File: config.mk
export PLATFORM = sky130hd
export DESIGN_NAME = sjis_trail_backslash_escaper_flat
export DESIGN_NICKNAME = d
export VERILOG_FILES = /design/src/rtl/sjte_pkg.sv /design/src/rtl/sjte_in_if.sv /design/src/rtl/sjte_out_if.sv /design/src/rtl/sjte_lexer.sv /design/src/rtl/sjte_out_buf.sv /design/src/rtl/sjis_trail_backslash_escaper.sv /design/src/flat_wrapper.sv
export SDC_FILE = /design/constraint.sdc
export NUM_CORES = 1
export LEC_CHECK = 0
export BUFFER_PORTS_ARGS = -buffer_cell sky130_fd_sc_hd__buf_4
export CORE_MARGIN = 1
export CORE_UTILIZATION = 62
export DETAILED_ROUTE_END_ITERATION = 16
export PLACE_DENSITY = 0.84
export SETUP_SLACK_MARGIN = 0.05
export SLEW_MARGIN = 20
export SYNTH_ARGS = -nofsm -noshare
export SYNTH_HDL_FRONTEND = slang
export SYNTH_SLANG_ARGS = --single-unit
File: constraint.sdc
create_clock -name i_clk -period 5.4 [get_ports i_clk]
set_input_delay 0.81 -clock i_clk [delete_from_list [all_inputs] [get_ports i_clk]]
set_output_delay 0.81 -clock i_clk [all_outputs]
set_load 0.02 [all_outputs]
File: src/rtl/sjte_pkg.sv
package sjte_pkg;

    localparam logic [2:0] MODE_CODE  = 3'd0;
    localparam logic [2:0] MODE_STR   = 3'd1;
    localparam logic [2:0] MODE_CHR   = 3'd2;
    localparam logic [2:0] MODE_LINE  = 3'd3;
    localparam logic [2:0] MODE_BLOCK = 3'd4;

    localparam logic [2:0] PEND_NONE  = 3'd0;
    localparam logic [2:0] PEND_LEAD  = 3'd1;
    localparam logic [2:0] PEND_ESC   = 3'd2;
    localparam logic [2:0] PEND_SLASH = 3'd3;
    localparam logic [2:0] PEND_STAR  = 3'd4;
    localparam logic [2:0] PEND_INS   = 3'd5;

    localparam logic [7:0] CH_NUL    = 8'h00;
    localparam logic [7:0] CH_LF     = 8'h0A;
    localparam logic [7:0] CH_SPACE  = 8'h20;
    localparam logic [7:0] CH_DQUOTE = 8'h22;
    localparam logic [7:0] CH_SQUOTE = 8'h27;
    localparam logic [7:0] CH_STAR   = 8'h2A;
    localparam logic [7:0] CH_SLASH  = 8'h2F;
    localparam logic [7:0] CH_BSLASH = 8'h5C;
    localparam logic [7:0] CH_UNDER  = 8'h5F;
    localparam logic [7:0] CH_DEL    = 8'h7F;

    localparam logic [7:0] LEAD1_LO  = 8'h81;
    localparam logic [7:0] LEAD1_HI  = 8'h9F;
    localparam logic [7:0] LEAD2_LO  = 8'hE0;
    localparam logic [7:0] LEAD2_HI  = 8'hFC;
    localparam logic [7:0] TRAIL_LO  = 8'h40;
    localparam logic [7:0] TRAIL_HI  = 8'hFC;

    typedef struct packed {
        logic [7:0] out_byte;
        logic       bad_pair;
        logic       out_last;
    } t_result;

    typedef struct packed {
        logic    two;
        t_result res0;
        t_result res1;
    } t_step;

    typedef struct packed {
        logic [2:0] mode;
        logic [2:0] pend;
    } t_scan;

    function automatic logic is_lead(input logic [7:0] b);
        return (b >= LEAD1_LO && b <= LEAD1_HI) || (b >= LEAD2_LO && b <= LEAD2_HI);
    endfunction

    function automatic logic is_trail(input logic [7:0] b);
        return b >= TRAIL_LO && b <= TRAIL_HI && b != CH_DEL;
    endfunction

    // Plain scan of a byte that no pending state has claimed.
    function automatic t_scan scan_byte(input logic [2:0] mode, input logic [7:0] b);
        t_scan s;
        s.mode = mode;
        s.pend = PEND_NONE;
        if (b == CH_DQUOTE) begin
            if (mode == MODE_CODE) s.mode = MODE_STR;
            else if (mode == MODE_STR) s.mode = MODE_CODE;
        end else if (b == CH_SQUOTE) begin
            if (mode == MODE_CODE) s.mode = MODE_CHR;
            else if (mode == MODE_CHR) s.mode = MODE_CODE;
        end else if (is_lead(b)) begin
            s.pend = PEND_LEAD;
        end else if (b == CH_BSLASH) begin
            s.pend = PEND_ESC;
        end else if (mode == MODE_BLOCK && b == CH_STAR) begin
            s.pend = PEND_STAR;
        end else if (mode == MODE_CODE && b == CH_SLASH) begin
            s.pend = PEND_SLASH;
        end
        return s;
    endfunction

endpackage

File: src/rtl/sjte_in_if.sv
interface sjte_in_if;
    logic       valid;
    logic       ready;
    logic [7:0] in_byte;
    logic       in_last;

    modport source (output valid, output in_byte, output in_last, input ready);
    modport sink   (input valid, input in_byte, input in_last, output ready);
endinterface

File: src/rtl/sjte_out_if.sv
interface sjte_out_if;
    logic       valid;
    logic       ready;
    logic [7:0] out_byte;
    logic       bad_pair;
    logic       out_last;

    modport source (output valid, output out_byte, output bad_pair, output out_last,
                    input ready);
    modport sink   (input valid, input out_byte, input bad_pair, input out_last,
                    output ready);
endinterface

File: src/rtl/sjte_lexer.sv
module sjte_lexer
    import sjte_pkg::*;
(
    input  logic       i_clk,
    input  logic       i_rst_n,
    input  logic       i_fire,
    input  logic [7:0] i_byte,
    input  logic       i_last,
    output t_step      o_step
);

    logic [2:0] r_mode;
    logic [2:0] r_pend;
    logic [2:0] n_mode;
    logic [2:0] n_pend;
    logic [7:0] b;
    logic       bad;
    logic       ins_v;
    logic [7:0] ins_b;
    t_scan      sc;

    always_comb begin
        b      = (i_byte == CH_NUL) ? CH_SPACE : i_byte;
        sc     = scan_byte(r_mode, b);
        n_mode = r_mode;
        n_pend = PEND_NONE;
        bad    = 1'b0;
        ins_v  = 1'b0;
        ins_b  = CH_BSLASH;
        case (r_pend)
            PEND_INS: begin
                ins_v = 1'b1;
                if (b == CH_LF && (r_mode == MODE_LINE || r_mode == MODE_BLOCK))
                    ins_b = CH_UNDER;
                n_mode = sc.mode;
                n_pend = sc.pend;
            end
            PEND_LEAD: begin
                bad = !is_trail(b);
                if (b == CH_BSLASH) n_pend = PEND_INS;
            end
            PEND_ESC: begin
                // An escape swallows the byte unless it opens a double-byte character.
                if (is_lead(b)) begin
                    n_mode = sc.mode;
                    n_pend = sc.pend;
                end
            end
            PEND_SLASH: begin
                if (b == CH_STAR) n_mode = MODE_BLOCK;
                else if (b == CH_SLASH) n_mode = MODE_LINE;
                else begin
                    n_mode = sc.mode;
                    n_pend = sc.pend;
                end
            end
            PEND_STAR: begin
                if (b == CH_SLASH) n_mode = MODE_CODE;
                else begin
                    n_mode = sc.mode;
                    n_pend = sc.pend;
                end
            end
            default: begin
                n_mode = sc.mode;
                n_pend = sc.pend;
            end
        endcase

        if (b == CH_LF && n_mode == MODE_LINE) n_mode = MODE_CODE;
        if (i_last && n_pend == PEND_LEAD) bad = 1'b1;

        o_step.two  = 1'b0;
        o_step.res1 = '{out_byte: CH_BSLASH, bad_pair: 1'b0, out_last: i_last};
        if (ins_v) begin
            o_step.two  = 1'b1;
            o_step.res0 = '{out_byte: ins_b, bad_pair: 1'b0, out_last: 1'b0};
            o_step.res1 = '{out_byte: b, bad_pair: bad, out_last: i_last};
        end else if (i_last && n_pend == PEND_INS) begin
            o_step.two  = 1'b1;
            o_step.res0 = '{out_byte: b, bad_pair: bad, out_last: 1'b0};
        end else begin
            o_step.res0 = '{out_byte: b, bad_pair: bad, out_last: i_last};
        end

        // The final byte of a stream returns the scanner to its reset state.
        if (i_last) begin
            n_mode = MODE_CODE;
            n_pend = PEND_NONE;
        end
    end

    always_ff @(posedge i_clk) begin
        if (!i_rst_n) begin
            r_mode <= MODE_CODE;
            r_pend <= PEND_NONE;
        end else if (i_fire) begin
            r_mode <= n_mode;
            r_pend <= n_pend;
        end
    end

endmodule

File: src/rtl/sjte_out_buf.sv
module sjte_out_buf
    import sjte_pkg::*;
(
    input  logic              i_clk,
    input  logic              i_rst_n,
    input  logic              i_fire,
    input  t_step             i_step,
    output logic              o_can_take,
    sjte_out_if.source        o_out
);

    logic [1:0] r_cnt;
    t_result    r_res0;
    t_result    r_res1;
    logic       pop;

    assign pop        = o_out.valid && o_out.ready;
    assign o_can_take = (r_cnt == 2'd0) || (r_cnt == 2'd1 && o_out.ready);

    assign o_out.valid    = r_cnt != 2'd0;
    assign o_out.out_byte = r_res0.out_byte;
    assign o_out.bad_pair = r_res0.bad_pair;
    assign o_out.out_last = r_res0.out_last;

    always_ff @(posedge i_clk) begin
        if (!i_rst_n) begin
            r_cnt <= 2'd0;
        end else if (i_fire) begin
            r_cnt <= i_step.two ? 2'd2 : 2'd1;
        end else if (pop) begin
            r_cnt <= r_cnt - 2'd1;
        end
    end

    always_ff @(posedge i_clk) begin
        if (i_fire) begin
            r_res0 <= i_step.res0;
            r_res1 <= i_step.res1;
        end else if (pop) begin
            r_res0 <= r_res1;
        end
    end

endmodule

File: src/rtl/sjis_trail_backslash_escaper.sv
// Shift-JIS trail backslash escaper for C source byte streams.
// Input channel i_in carries one source byte per transfer with in_last on the
// final byte of a stream. Output channel o_out carries one result byte per
// transfer: the input byte (a zero byte turned into a space), with an extra
// backslash or underscore placed after a trail byte of 0x5C. bad_pair flags
// a lead byte followed by an invalid trail or by the end of the stream;
// out_last marks the final result. A byte passes the input register and
// the result register before its first result shows on o_out. Throughput
// is one byte per cycle while o_out is ready; an insertion holds the input
// side while the single output port drains the two-entry result register.
// The input register and the result register decouple the two sides: a new
// byte is taken while a finished result waits, and a stall on o_out backs
// up into i_in.ready once both registers are full.
// Synchronous reset clears the lexical mode to plain code, drops any pending
// lookahead and empties both registers. After the final byte of a stream the
// scanner is back in its reset state for the next stream.
module sjis_trail_backslash_escaper
    import sjte_pkg::*;
(
    input  logic       i_clk,
    input  logic       i_rst_n,
    sjte_in_if.sink    i_in,
    sjte_out_if.source o_out
);

    logic       r_in_valid;
    logic [7:0] r_in_byte;
    logic       r_in_last;
    logic       fire;
    logic       can_take;
    t_step      step;

    assign fire       = r_in_valid && can_take;
    assign i_in.ready = !r_in_valid || fire;

    always_ff @(posedge i_clk) begin
        if (!i_rst_n) begin
            r_in_valid <= 1'b0;
        end else if (i_in.ready) begin
            r_in_valid <= i_in.valid;
        end
    end

    always_ff @(posedge i_clk) begin
        if (i_in.ready && i_in.valid) begin
            r_in_byte <= i_in.in_byte;
            r_in_last <= i_in.in_last;
        end
    end

    sjte_lexer u_lexer (
        .i_clk   (i_clk),
        .i_rst_n (i_rst_n),
        .i_fire  (fire),
        .i_byte  (r_in_byte),
        .i_last  (r_in_last),
        .o_step  (step)
    );

    sjte_out_buf u_out_buf (
        .i_clk      (i_clk),
        .i_rst_n    (i_rst_n),
        .i_fire     (fire),
        .i_step     (step),
        .o_can_take (can_take),
        .o_out      (o_out)
    );

endmodule

File: src/flat_wrapper.sv
// flat-port wrapper written by rule: the top's interface ports become plain ports
module sjis_trail_backslash_escaper_flat import sjte_pkg::*;
  (i_clk, i_rst_n, i_in_valid, i_in_in_byte, i_in_in_last, i_in_ready, o_out_valid, o_out_out_byte, o_out_bad_pair, o_out_out_last, o_out_ready);
  sjte_in_if i_in_i ();
  sjte_out_if o_out_i ();
  input  logic i_clk;
  input  logic i_rst_n;
  input wire logic [$bits(i_in_i.valid)-1:0] i_in_valid;
  input wire logic [$bits(i_in_i.in_byte)-1:0] i_in_in_byte;
  input wire logic [$bits(i_in_i.in_last)-1:0] i_in_in_last;
  output wire logic [$bits(i_in_i.ready)-1:0] i_in_ready;
  output wire logic [$bits(o_out_i.valid)-1:0] o_out_valid;
  output wire logic [$bits(o_out_i.out_byte)-1:0] o_out_out_byte;
  output wire logic [$bits(o_out_i.bad_pair)-1:0] o_out_bad_pair;
  output wire logic [$bits(o_out_i.out_last)-1:0] o_out_out_last;
  input wire logic [$bits(o_out_i.ready)-1:0] o_out_ready;
  assign i_in_i.valid = i_in_valid;
  assign i_in_i.in_byte = i_in_in_byte;
  assign i_in_i.in_last = i_in_in_last;
  assign i_in_ready = i_in_i.ready;
  assign o_out_valid = o_out_i.valid;
  assign o_out_out_byte = o_out_i.out_byte;
  assign o_out_bad_pair = o_out_i.bad_pair;
  assign o_out_out_last = o_out_i.out_last;
  assign o_out_i.ready = o_out_ready;
  sjis_trail_backslash_escaper u_core (.i_clk(i_clk), .i_rst_n(i_rst_n), .i_in(i_in_i), .o_out(o_out_i));
endmodule
# == Yosys cells after proc, flatten, opt, wreduce, memory -nomap -nowiden ==
# Index checks and enable logic that the tools add are counted.
# op_classes
n_addsub,1
n_mul,0
div,0
n_lt_le_gt_ge,5
eq_ne,20
n_shift,0
muxes,39
bitwise_logic,0
reduce_logical,25
# op_table
cell,n
3-bit two-way mux,22
"8-bit by 6-bit equality test with 1-bit output, second input constant",4
3-bit one-hot mux with 4 select lines,2
10-bit two-way mux,2
"8-bit >= comparator, second input constant",2
"8-bit less-or-equal comparator, second input constant",2
"3-bit by 2-bit equality test with 1-bit output, second input constant",5
1-bit logical AND,14
"3-bit equality test, second input constant",4
2-bit two-way mux,6
11-bit two-way mux,1
"3-bit by 1-bit equality test with 1-bit output, second input constant",3
"8-bit by 4-bit equality test with 1-bit output, second input constant",1
"8-bit by 7-bit equality test with 1-bit output, second input constant",1
"8-bit by 7-bit >= comparator with 1-bit output, second input constant",1
8-bit zero test,1
8-bit two-way mux,1
"8-bit by 7-bit inequality test with 1-bit output, second input constant",1
1-bit two-way mux,5
1-bit logical OR,4
2-bit nonzero test,2
3-bit zero test,1
"2-bit by 1-bit equality test with 1-bit output, second input constant",1
1-bit zero test,2
other kinds (2),2
# totals
ff_bits,38
latch_bits,0
ramBits,0
rom_bits,0
in_bits,13
word_cells,102
n_memories,0

# == Logic depth before layout (Yosys ltp) ==
# Gate-level depths: netlist (run 1).
# logic_depth
ltp_word,19
depth_mapped,8
ltp_nobuf,8

# == By module ==
# From an unflattened synthesis (run 1), not the netlist that was laid out.
# hier_totals
hier_cells,225
area_unflattened_um2,2296.0
# by_module_without_submodules
module,n_inst,cells_each,area_per_inst_um2
sjte_lexer,1,160,1048.5
sjte_out_buf,1,50,912.1
sjis_trail_backslash_escaper,1,15,335.3

# == Least setup slack after synthesis (run 1) ==
# Ideal clock, no wire load.
# synth_timing
kind,reg2reg
start,reg u_core.r_in_byte[7]
end,reg u_core.u_lexer.r_mode[0]
setup_time_ns,0.116
arrival_ns,2.236
required_ns,5.284
path_slack_ns,3.048
stages_incl_launch_ff,9
path_buffers,2
synth_period_minus_slack_ns,2.352
cell_sequence,edfxtp_1 buf_6 or4b_1 buf_2 or4_1 and4b_1 o2bb2ai_1 o22ai_1 o211a_1
# synth_via
elab_chain_len,12
# synth_lines
element,line,rtl
from (decl),sjis_trail_backslash_escaper.sv:27,logic [7:0] r_in_byte;
from (signal assigned),sjis_trail_backslash_escaper.sv:46,r_in_byte <= i_in.in_byte;
8-bit zero test,sjte_lexer.sv:23,b = (i_byte == CH_NUL) ? CH_SPACE : i_byte;
8-bit two-way mux *,sjte_lexer.sv:23,
"parallel branches: the longest is 8 deep, another holds 8-bit >= comparator",-,
3-bit two-way mux *,sjte_lexer.sv:70,if (b == CH_LF && n_mode == MODE_LINE) n_mode = MODE_CODE;
3-bit two-way mux *,sjte_lexer.sv:87,if (i_last) begin
to (signal assigned),sjte_lexer.sv:98,r_mode <= n_mode;
to (decl),sjte_lexer.sv:12,logic [2:0] r_mode;
# Mark *: on every way between the ends.
# A chain may end at the register's enable or synchronous reset.

# == Worst setup path in the final report (run 1) ==
# layout_timing
start,reg u_core.u_out_buf.r_cnt[0]
end,reg u_core.u_out_buf.r_cnt[0]
# layout_via
elab_chain_len,5
# layout_lines
element,line,rtl
from (decl),sjte_out_buf.sv:12,logic [1:0] r_cnt;
from (signal assigned),sjte_out_buf.sv:29,r_cnt <= i_step.two ? 2'd2 : 2'd1;
from (signal assigned),sjte_out_buf.sv:31,r_cnt <= r_cnt - 2'd1;
"parallel branches: the longest is 5 deep, another holds 2-bit by 1-bit subtractor with 2-bit output",-,
# Several ways; the timed one is not identified. The select of a mux whose other input is x is not followed.

==> flow_summary.toml, run 1 <==
[outcome]
outcome = "completed"

[place]
place_congestion = 0.9498
io_buffers = 24
dp_cells = 274
pre_cts_ws_ns = 2.368
post-dp-hpwl_mm = 3.086

[floorplan]
initial_core_util = 0.6499
chipWidth_um = 61.38
rows = 21
die_h_um = 61.38
ios = 25
core_um2 = 3363
die-area_um2 = 3767

[worst_setup_path]
cp.required_ns = 5.64
slowest_stage = "nand2b_1"
path_class = "reg -> reg"
crit_fanout = 24
worst_path_most_repeated_cell = "inv_1"
arrival_ns = 2.99
critical_path.cell_chain = "inv_1 > ha_1 > a21oi_1 > nand2b_1 > inv_1 > nand2_1 > a31oi_1 > o31a_1"
cp-end-kind = "register"
cpPeakStageDelay_ns = 0.62
start_kind = "register"
reg2reg_depth = 8

[hold_path]
holdPathStages = 2
worstHoldPathType = "reg -> reg"

[cells_and_area]
syn2layout_area_growth_pct = 8.071
finalNetCount = 250
antenna_cells = 0
layout.cells.non_filler = 282
drive_gt1_frac = 0.1780

[yosys]
synth_fa_ha_area_frac = 0.01603
synth_edf_count = 29
avgSynthCellArea_um2 = 9.846
synthXorXnorAreaFrac = 0.01603
yosysUniqueCellTypes = 55
synth_cells = 222
ys_seq_area_frac = 0.4808
synth_top_family_by_area = "simple AND/OR/NAND/NOR gates"
synth_nets = 237
ys_seq_elements = 38
synth.area.mux_share = 0.005152
async_flop_share = 0
syn_area_um2 = 2186
ys_warn_count = 0
synth-compound-area-share = 0.1620
synthSimpleGateAreaFrac = 0.2496
synth_ff_type = "edfxtp_1"

[timing]
tightest_slew_ns = 0.8146
final_hold_viol_count = 0
final.period_utilization = 0.5091
setup_tns_ns = 0
period_minus_slack_ns = 2.749
drv_slew = 0
max_slew_margin = 0.4493
setup_viol = 0
postLayoutSetupSlackWorst_ns = 2.651
rsz0062_at_grt = "no"
fin_skew_ns = 0.01872
fmaxAchievable_mhz = 363.7

[clock_network]
clkTransAtPathRegs_ns = 0.12
clk_path_buf_depth = 2
clock_latency_ns = 0.36
cts_setup_buffers = 0
clockRootBuffer = "clkbuf_4"
cts.sinks = 38
holdBufCountCts = 0
cts_buffers = 5
htree_num_levels = 2
ctsResizeCount = 0
cts_tree = "done"

[pwr]
comb_power_share = 0.205
p_switching_w = 0.0002109
seqPwrFrac = 0.528
p_leak_nw = 0.8643
max-vdd-ir-drop_mv = 0.1918
power.internal_w = 0.0005096
power_per_cell_area_nw_per_um2 = 305.0
swShare = 0.2927
clockPowerShare = 0.267

[routing]
postRouteAntennaNets = 0
drc = 0
via_count = 1732
drt-total-wl_mm = 4.265
firstDrtPassIters = 5
vias_per_cell = 6.142
drt_iter0_drc = 102
wl_per_cell_um = 15.12

[global_routing]
grt_pass1_wl_mm = 6.693
gr-total-overflow = 0
grt_pass1_vias = 1440
grt_max_degree = 25
antenna_found_initial = 0
track_usage = 0.2497

[run]
maxCapViolations = 0
[Yosys cell counts, drive strengths merged, types with 2 or more instances]
master,number,area (um^2)
nand2,31,116.4
edfxtp,29,870.8
o21ai,15,75.07
clkbuf,12,86.33
nand3,12,60.06
nor2,12,45.04
a21oi,11,55.05
dfxtp,9,180.2
a21boi,6,45.04
and3,6,40.03
and2,5,31.28
buf,5,42.53
nand2b,5,31.28
nor2b,5,31.28
inv,4,15.01
o31ai,4,35.03
and4,3,26.28
nand4,3,18.77
nor3,3,15.01
nor3b,3,22.52
nor4b,3,26.28
o41ai,3,26.28
ha,2,25.02
o31a,2,17.52
or2,2,12.51
or2b,2,17.52
or4b,2,20.02
xnor2,2,17.52
xor2,2,17.52
[worst max-delay path: cells and delay by family (launching register included)]
family	cells	cell delay (ns)
AOI/OAI and AO/OA	3	0.58
adders and majority gates	1	0.23
buffers and inverters	2	0.62
DFF	1	0.36
and+or+nand+nor	2	0.84
[power by group through the flow]
stage	Combinational (W)	Sequential (W)	Clock, W
after floorplan	0.0000999	0.000389	0
after global placement	0.000143	0.000386	0
after detailed placement	0.000148	0.000386	0
after CTS	0.000148	0.000380	0.000194
after global routing	0.000165	0.000385	0.000204
final	0.000148	0.000380	0.000192
[registers in the layout, summed over array words and instances, names as in the netlist]
name,cells
u_core.r_in_last,1
u_core.u_out_buf.r_res1,10
u_core.u_out_buf.o_out.out_byte,8
u_core.r_in_byte,8
u_core.u_lexer.r_mode,3
u_core.u_out_buf.o_out.out_last,1
u_core.u_lexer.r_pend,3
u_core.r_in_valid,1
u_core.u_out_buf.o_out.bad_pair,1
u_core.u_out_buf.r_cnt,2
[layout by cell type (no fill, tap or decap), drive strengths merged, types with 2 or more instances in the layout]
master,instances
nand2,31
edfxtp,29
buf,24
o21ai,15
nor2,12
nand3,12
a21oi,11
dfxtp,9
a21boi,6
and3,6
nand2b,5
nor2b,5
and2,5
clkbuf,5
inv,4
o31ai,4
nor3,3
nor3b,3
nand4,3
and4,3
nor4b,3
o41ai,3
xor2,2
or2,2
o31a,2
or2b,2
xnor2,2
ha,2
clkinv,2
or4b,2
[cell type report]
type	instances	area (um^2)
Sequential cell	38	1051
Fill cell	248	1001
Multi-Input combinational cell	162	980.9
Timing Repair Buffer	24	180.2
Tap cell	46	57.56
Clock inverter	3	40.04
Clock buffer	5	37.54
Inverter	4	15.01
[final timing paths]
path	startpoint	slack, ns	end
worst max register to register	u_core.u_out_buf.r_cnt[0]	2.65	u_core.u_out_buf.r_cnt[0]
worst max-delay path	u_core.u_out_buf.r_cnt[0]	2.65	u_core.u_out_buf.r_cnt[0]
worst min register to register	u_core.u_out_buf.r_res1[4]	0.52	u_core.u_out_buf.o_out.out_byte[2]
worst min-delay path	u_core.u_out_buf.r_res1[4]	0.52	u_core.u_out_buf.o_out.out_byte[2]
[metal layers]
layer,global-route usage,vias to the layer above,share of wire
met4,0.1048,0,0.020
met5,0,-,0
met2,0.3944,86,0.48
met1,0.3279,791,0.41
met3,0.06513,10,0.085
li1,-,845,-
[through the flow]
| step | hold slack [ns] | area, um^2 | power (W) | utilization |
|---|---|---|---|---|
| after floorplan | 0.4836 | 2186 | 0.0004890 | - |
| after global placement | 0.4901 | 2285 | 0.0005291 | 0.6793 |
| final | 0.5183 | 2362 | 0.0007204 | 0.7024 |
| after CTS | 0.5233 | 2362 | 0.0007226 | 0.7024 |
| after global routing | 0.5485 | 2362 | 0.0007550 | 0.7024 |
| after detailed placement | 0.4981 | 2285 | 0.0005341 | 0.6793 |
[cells by family after synthesis]
kind of cell,after synthesis
xor+xnor,4
fa+ha+maj,3
flops,38
buf+inv,22
mux,1
compound gates,53
simple gates,101
Power figures use the tool's default switching activity.
==> run 2: changes to the inputs <==
ABC_AREA = 1   (was default)
CORE_UTILIZATION = 52   (was 62)
PLACE_DENSITY = 0.75   (was 0.84)
clock period = 2.26 ns   (was 5.4 ns; I/O delays follow)
==> run 2 against run 1 <==
  * Core utilization fell by 5.8 points
  * Clock power rose by 130%
  * Cell count rose by 16%
  * Maximum frequency rose by 42%
  * Global-route usage fell by 2.0 points
  * First-iteration DRC count rose by 50%
  * Die area rose by 12%
  * Flip-flop and latch count did not move
  * Design area rose by 1.4%
  * Via count rose by 1.2%
==> flow_summary.toml, run 2 <==
[global_routing]
antenna_found_initial = 0
grt_pass1_wl_mm = 7.217
track_usage = 0.2295
grt_max_degree = 18
gr-total-overflow = 0
grt_pass1_vias = 1618

[yosys]
ys_warn_count = 0
avgSynthCellArea_um2 = 8.357
ys_seq_elements = 38
synth_area_leaders = "edfxtp_1 42%, nand2_1 12%, dfxtp_1 8.8%"
synth_nets = 261
syn_area_um2 = 2056
synth_top_area_cell = "edfxtp_1"
synth.top_cells.by_count = "67 x nand2_1, 30 x inv_1, 29 x edfxtp_1"
synth_top_area_share = 0.4236
synth_edf_count = 29
yosysUniqueCellTypes = 34
ys_seq_area_frac = 0.5113
synth_ff_type = "edfxtp_1"
synth_cells = 246
yosysMostFrequentCell = "nand2_1"
async_flop_share = 0

[worst_setup_path]
cp.depth = 11
cp.required_ns = 2.42
path_class = "reg -> reg"
arrival_ns = 2.10
crit_fanout = 7
slowest_stage = "edfxtp_1"
reg2reg_depth = 11
cpPeakStageDelay_ns = 0.51
start_kind = "register"
worst_path_most_repeated_cell = "nand2_2"
cp-end-kind = "register"
critPathBufInv = 0
critical_path.cell_chain = "nor2_4 > nand2_2 > a21oi_4 > nand2_4 > a21oi_2 > nand2_2 > nand2_2 > nand3_2 > o21ai_2 > nand2_1 > nand2_1"
critical_path.top_delay_family = "simple AND/OR/NAND/NOR gates"

[cells_and_area]
largest_register_ffs = 10
syn2layout_area_growth_pct = 16.56
finalNetCount = 294
largest-register = "u_core.u_out_buf.r_res1"
fillers = 332
antenna_cells = 0
layout_commonest_cell = "nand2_1"
drive_gt1_frac = 0.2036
layout_common_cells = "67 x nand2_1, 30 x inv_1, 29 x edfxtp_1"

[clock_network]
clkTransAtPathRegs_ns = 0.07
clock_latency_ns = 0.29
cts_tree = "done"
holdBufCountCts = 0
cts_buffers = 5
clk_path_buf_depth = 2
cts_setup_buffers = 0
cts.sinks = 38
htree_num_levels = 2
ctsResizeCount = 0
clockRootBuffer = "clkbuf_8"

[timing]
setup_tns_ns = 0
fmaxAchievable_mhz = 516.2
setup_viol = 0
final_hold_viol_count = 0
rsz0062_at_grt = "no"
period_minus_slack_ns = 1.937
drv_slew = 0
worst_hold_slack_ns = 0.2191
tightest_slew_ns = 0.5078
fin_skew_ns = 0.007201
final.period_utilization = 0.8572
postLayoutSetupSlackWorst_ns = 0.3228
max_slew_margin = 0.6607

[pwr]
p_leak_nw = 0.9859
power_per_cell_area_nw_per_um2 = 854.4
total_power_w = 0.002047
max-vdd-ir-drop_mv = 0.5604

[routing]
postRouteAntennaNets = 0
wl_per_cell_um = 13.27
firstDrtPassIters = 4
drt_iter0_drc = 153
vias_per_cell = 5.345
drc = 0
via_count = 1753
drt-total-wl_mm = 4.352

[floorplan]
ios = 25
chipWidth_um = 64.88
core_um2 = 3716
die-area_um2 = 4209
die_h_um = 64.88
rows = 22
initial_core_util = 0.5532

[hold_path]
holdPathStages = 1
worstHoldPathType = "in -> reg"

[place]
pre_cts_ws_ns = 0.3821
place_congestion = 0.9271
post-dp-hpwl_mm = 3.238
io_buffers = 24

[outcome]
outcome = "completed"

[run]
maxCapViolations = 0
[run 2: cell count changes in the layout (fill, tap and decap cells not counted), moves of 4 or more]
cell / delta
a21boi_0: -6
and2_1: -4
clkbuf_4: -5
clkbuf_8: +5
inv_1: +26
inv_2: +6
nand2_1: +36
nand2b_1: -5
nor2_1: +14
nor2_2: +4
nor2b_1: -5
o21ai_0: -8
[run 2: metal layers]
layer  vias up  track usage  share of wire
met5         -            0              0
met4         0       0.1139          0.021
met3        12      0.04930          0.053
met2        48       0.3672           0.46
met1       811       0.2919           0.46
li1        882            -              -
[run 2: path summary, 6_finish.rpt]
check / from / end / slack, ns
hold / removal: i_in_in_byte[2] / u_core.r_in_byte[2] / 0.22
hold reg to reg: u_core.u_out_buf.r_cnt[1] / u_core.u_out_buf.r_cnt[1] / 0.53
setup reg to reg: u_core.r_in_byte[3] / u_core.u_out_buf.o_out.bad_pair / 0.32
setup / recovery: u_core.r_in_byte[3] / u_core.u_out_buf.o_out.bad_pair / 0.32
[run 2: area by class of cell]
type | count | area, um^2 | share of cell area
Clock buffer | 6 | 72.57 | 0.03029
Clock inverter | 2 | 8.758 | 0.003655
Inverter | 36 | 135.1 | 0.05640
Multi-Input combinational cell | 171 | 865.8 | 0.3614
Sequential cell | 38 | 1051 | 0.4386
Tap cell | 48 | 60.06 | 0.02507
Timing Repair Buffer | 27 | 202.7 | 0.08460
[run 2: where the power goes]
group / total [W] / leakage (nW) / internal, W / switching, W
combinational: 0.000625 / 0.613 / 0.000214 / 0.000412
sequential: 0.000987 / 0.330 / 0.000922 / 0.0000649
clock: 0.000434 / 0.0426 / 0.000212 / 0.000223
total: 0.00205 / 0.986 / 0.00135 / 0.000699
[run 2: per-stage QoR]
stage,instance area (um^2),util,std cells
2_1_floorplan,2056,-,246
3_3_place_gp,2315,0.6229,320
3_5_place_dp,2315,0.6229,320
4_1_cts,2396,0.6448,328
5_1_grt,2396,0.6448,328
6_report,2396,0.6448,328
[run 2: cell families (layout without fill, tap and decap cells)]
kind of cell | count (synthesis) | count (layout) | share of synthesized area
AND/OR/NAND/NOR | 136 | 136 | 0.3086
buffers and inverters | 37 | 71 | 0.06756
flip-flops | 38 | 38 | 0.5113
AO/OA/AOI/OAI | 33 | 33 | 0.1004
adder cells (fa/ha/maj) | 2 | 2 | 0.01217
[run 2: worst register-to-register path, cell delays in order (launching register included)]
cell	delay (ns)
edfxtp_1	0.51
nor2_4	0.19
nand2_2	0.09
a21oi_4	0.25
nand2_4	0.10
a21oi_2	0.14
nand2_2	0.08
nand2_2	0.07
nand3_2	0.07
o21ai_2	0.16
nand2_1	0.07
nand2_1	0.07
==> run 3: changes to the inputs <==
PLACE_DENSITY = default   (was 0.75)
PLACE_DENSITY_LB_ADDON = 0.15   (was default)
==> run 3 against run 2 <==
  * Global-route usage is 0.74 points higher
  * Non-clock buffer count is 1 higher
  * Core utilization is 0.30 points higher
  * Maximum frequency is 4.3% lower
  * Wire length is 1.4% lower
  * First-iteration DRC count is 25% higher
  * Sequential power hardly changed
  * Register-to-register slack worse by 0.09 ns
  * Critical path type unchanged
  * Critical endpoint is now u_core.u_out_buf.r_res1[1]
  * Largest cell class unchanged
==> flow_summary.toml, run 3 (synthesis gave the netlist of run 2 again) <==
[outcome]
outcome = "completed"

[cells_and_area]
layout_common_cells = "67 x nand2_1, 30 x inv_1, 29 x edfxtp_1"
layout_commonest_cell = "nand2_1"
fin_util = 0.6478
largest_register_ffs = 10
fillers = 300
postLayoutCellArea_um2 = 2407
syn2layout_area_growth_pct = 17.10
drive_gt1_frac = 0.2100
seqCellArea_um2 = 1051
multi_input_area_um2 = 865.8
largest-register = "u_core.u_out_buf.r_res1"
finalNetCount = 295
layout.cells.non_filler = 329
antenna_cells = 0

[timing]
max_slew_margin = 0.7314
fin_skew_ns = 0.004210
drv_slew = 0
rsz0062_at_grt = "no"
setup_tns_ns = 0
final.period_utilization = 0.8956
fmaxAchievable_mhz = 494.0
setup_viol = 0
postLayoutSetupSlackWorst_ns = 0.2359
period_minus_slack_ns = 2.024
tightest_slew_ns = 0.4025
final_hold_viol_count = 0

[floorplan]
ios = 25
die-area_um2 = 4209
chipWidth_um = 64.88
core_um2 = 3716
rows = 22
initial_core_util = 0.5532
die_h_um = 64.88

[place]
place_area_um2 = 2322
io_buffers = 24
pre_cts_ws_ns = 0.3420
post-dp-hpwl_mm = 3.273
place_congestion = 0.8695
dp_cells = 321

[hold_path]
worstHoldPathType = "in -> reg"

[clock_network]
holdBufCountCts = 0
ctsResizeCount = 0
clkTransAtPathRegs_ns = 0.07
cts_setup_buffers = 0
clock_latency_ns = 0.29
cts.sinks = 38
clk_path_buf_depth = 2
cts_tree = "done"
htree_num_levels = 2
clockRootBuffer = "clkbuf_8"
cts_buffers = 5

[worst_setup_path]
critPathBufInv = 0
critical_path.top_delay_family = "simple AND/OR/NAND/NOR gates"
path_class = "reg -> reg"
cp-end-kind = "register"
cpPeakStageDelay_ns = 0.49
cp.required_ns = 2.42
worst_path_most_repeated_cell = "nand2_2"
crit_fanout = 7
critical_path.cell_chain = "nor2_2 > nand2_2 > o21ai_1 > nand2_1 > nand3_1 > nand2_2 > nand2_2 > nand3_2 > o21ai_2 > and2_1"
arrival_ns = 2.19
slowest_stage = "edfxtp_1"
start_kind = "register"

[routing]
drt-total-wl_mm = 4.293
firstDrtPassIters = 4
postRouteAntennaNets = 0
vias_per_cell = 5.304
wl_per_cell_um = 13.05
drc = 0
drt_iter0_drc = 191
via_count = 1745

[global_routing]
track_usage = 0.2369
gr-total-overflow = 0
grt_pass1_vias = 1608
antenna_found_initial = 0
grt_pass1_wl_mm = 7.389
grt_max_degree = 18

[pwr]
power_per_cell_area_nw_per_um2 = 864.5
max-vdd-ir-drop_mv = 0.6144
p_leak_nw = 0.9899

[run]
maxCapViolations = 0
## run 3: cell type report
type,count,area share
timing repair buffer,28,0.08732
sequential,38,0.4366
multi-input combinational,171,0.3597
clock buffer,5,0.02859
inverter,36,0.05613
tap,48,0.02495
clock inverter,3,0.006757
## run 3: final timing paths
kind,startpoint,end,slack (ns),cells past startpoint
min reg2reg,u_core.u_out_buf.r_cnt[0],u_core.u_out_buf.r_cnt[0],0.53,2
max,u_core.r_in_byte[1],u_core.u_out_buf.r_res1[1],0.24,10
max reg2reg,u_core.r_in_byte[1],u_core.u_out_buf.r_res1[1],0.24,10
min,i_in_in_byte[5],u_core.r_in_byte[5],0.22,1
## run 3: power by group
part	total [W]	internal, W	switching [W]
clock	0.000449	0.000211	0.000238
combinational	0.000643	0.000226	0.000417
sequential	0.000990	0.000921	0.0000682
total	0.00208	0.00136	0.000723
## run 3: stage by stage
step / hold slack, ns / power [W]
after global routing: 0.2091 / 0.002206
after global placement: 0.4908 / 0.001627
after floorplan: 0.4379 / 0.001397
final: 0.2183 / 0.002081
after CTS: 0.2140 / 0.002093
after detailed placement: 0.5180 / 0.001648
## run 3: per-layer routing
metal | wire length [um] | GRT usage | part of all wire
met5 | 0 | 0 | 0
met4 | 80 | 0.08056 | 0.019
met3 | 262 | 0.05282 | 0.061
met2 | 2012 | 0.3789 | 0.47
met1 | 1938 | 0.3148 | 0.45
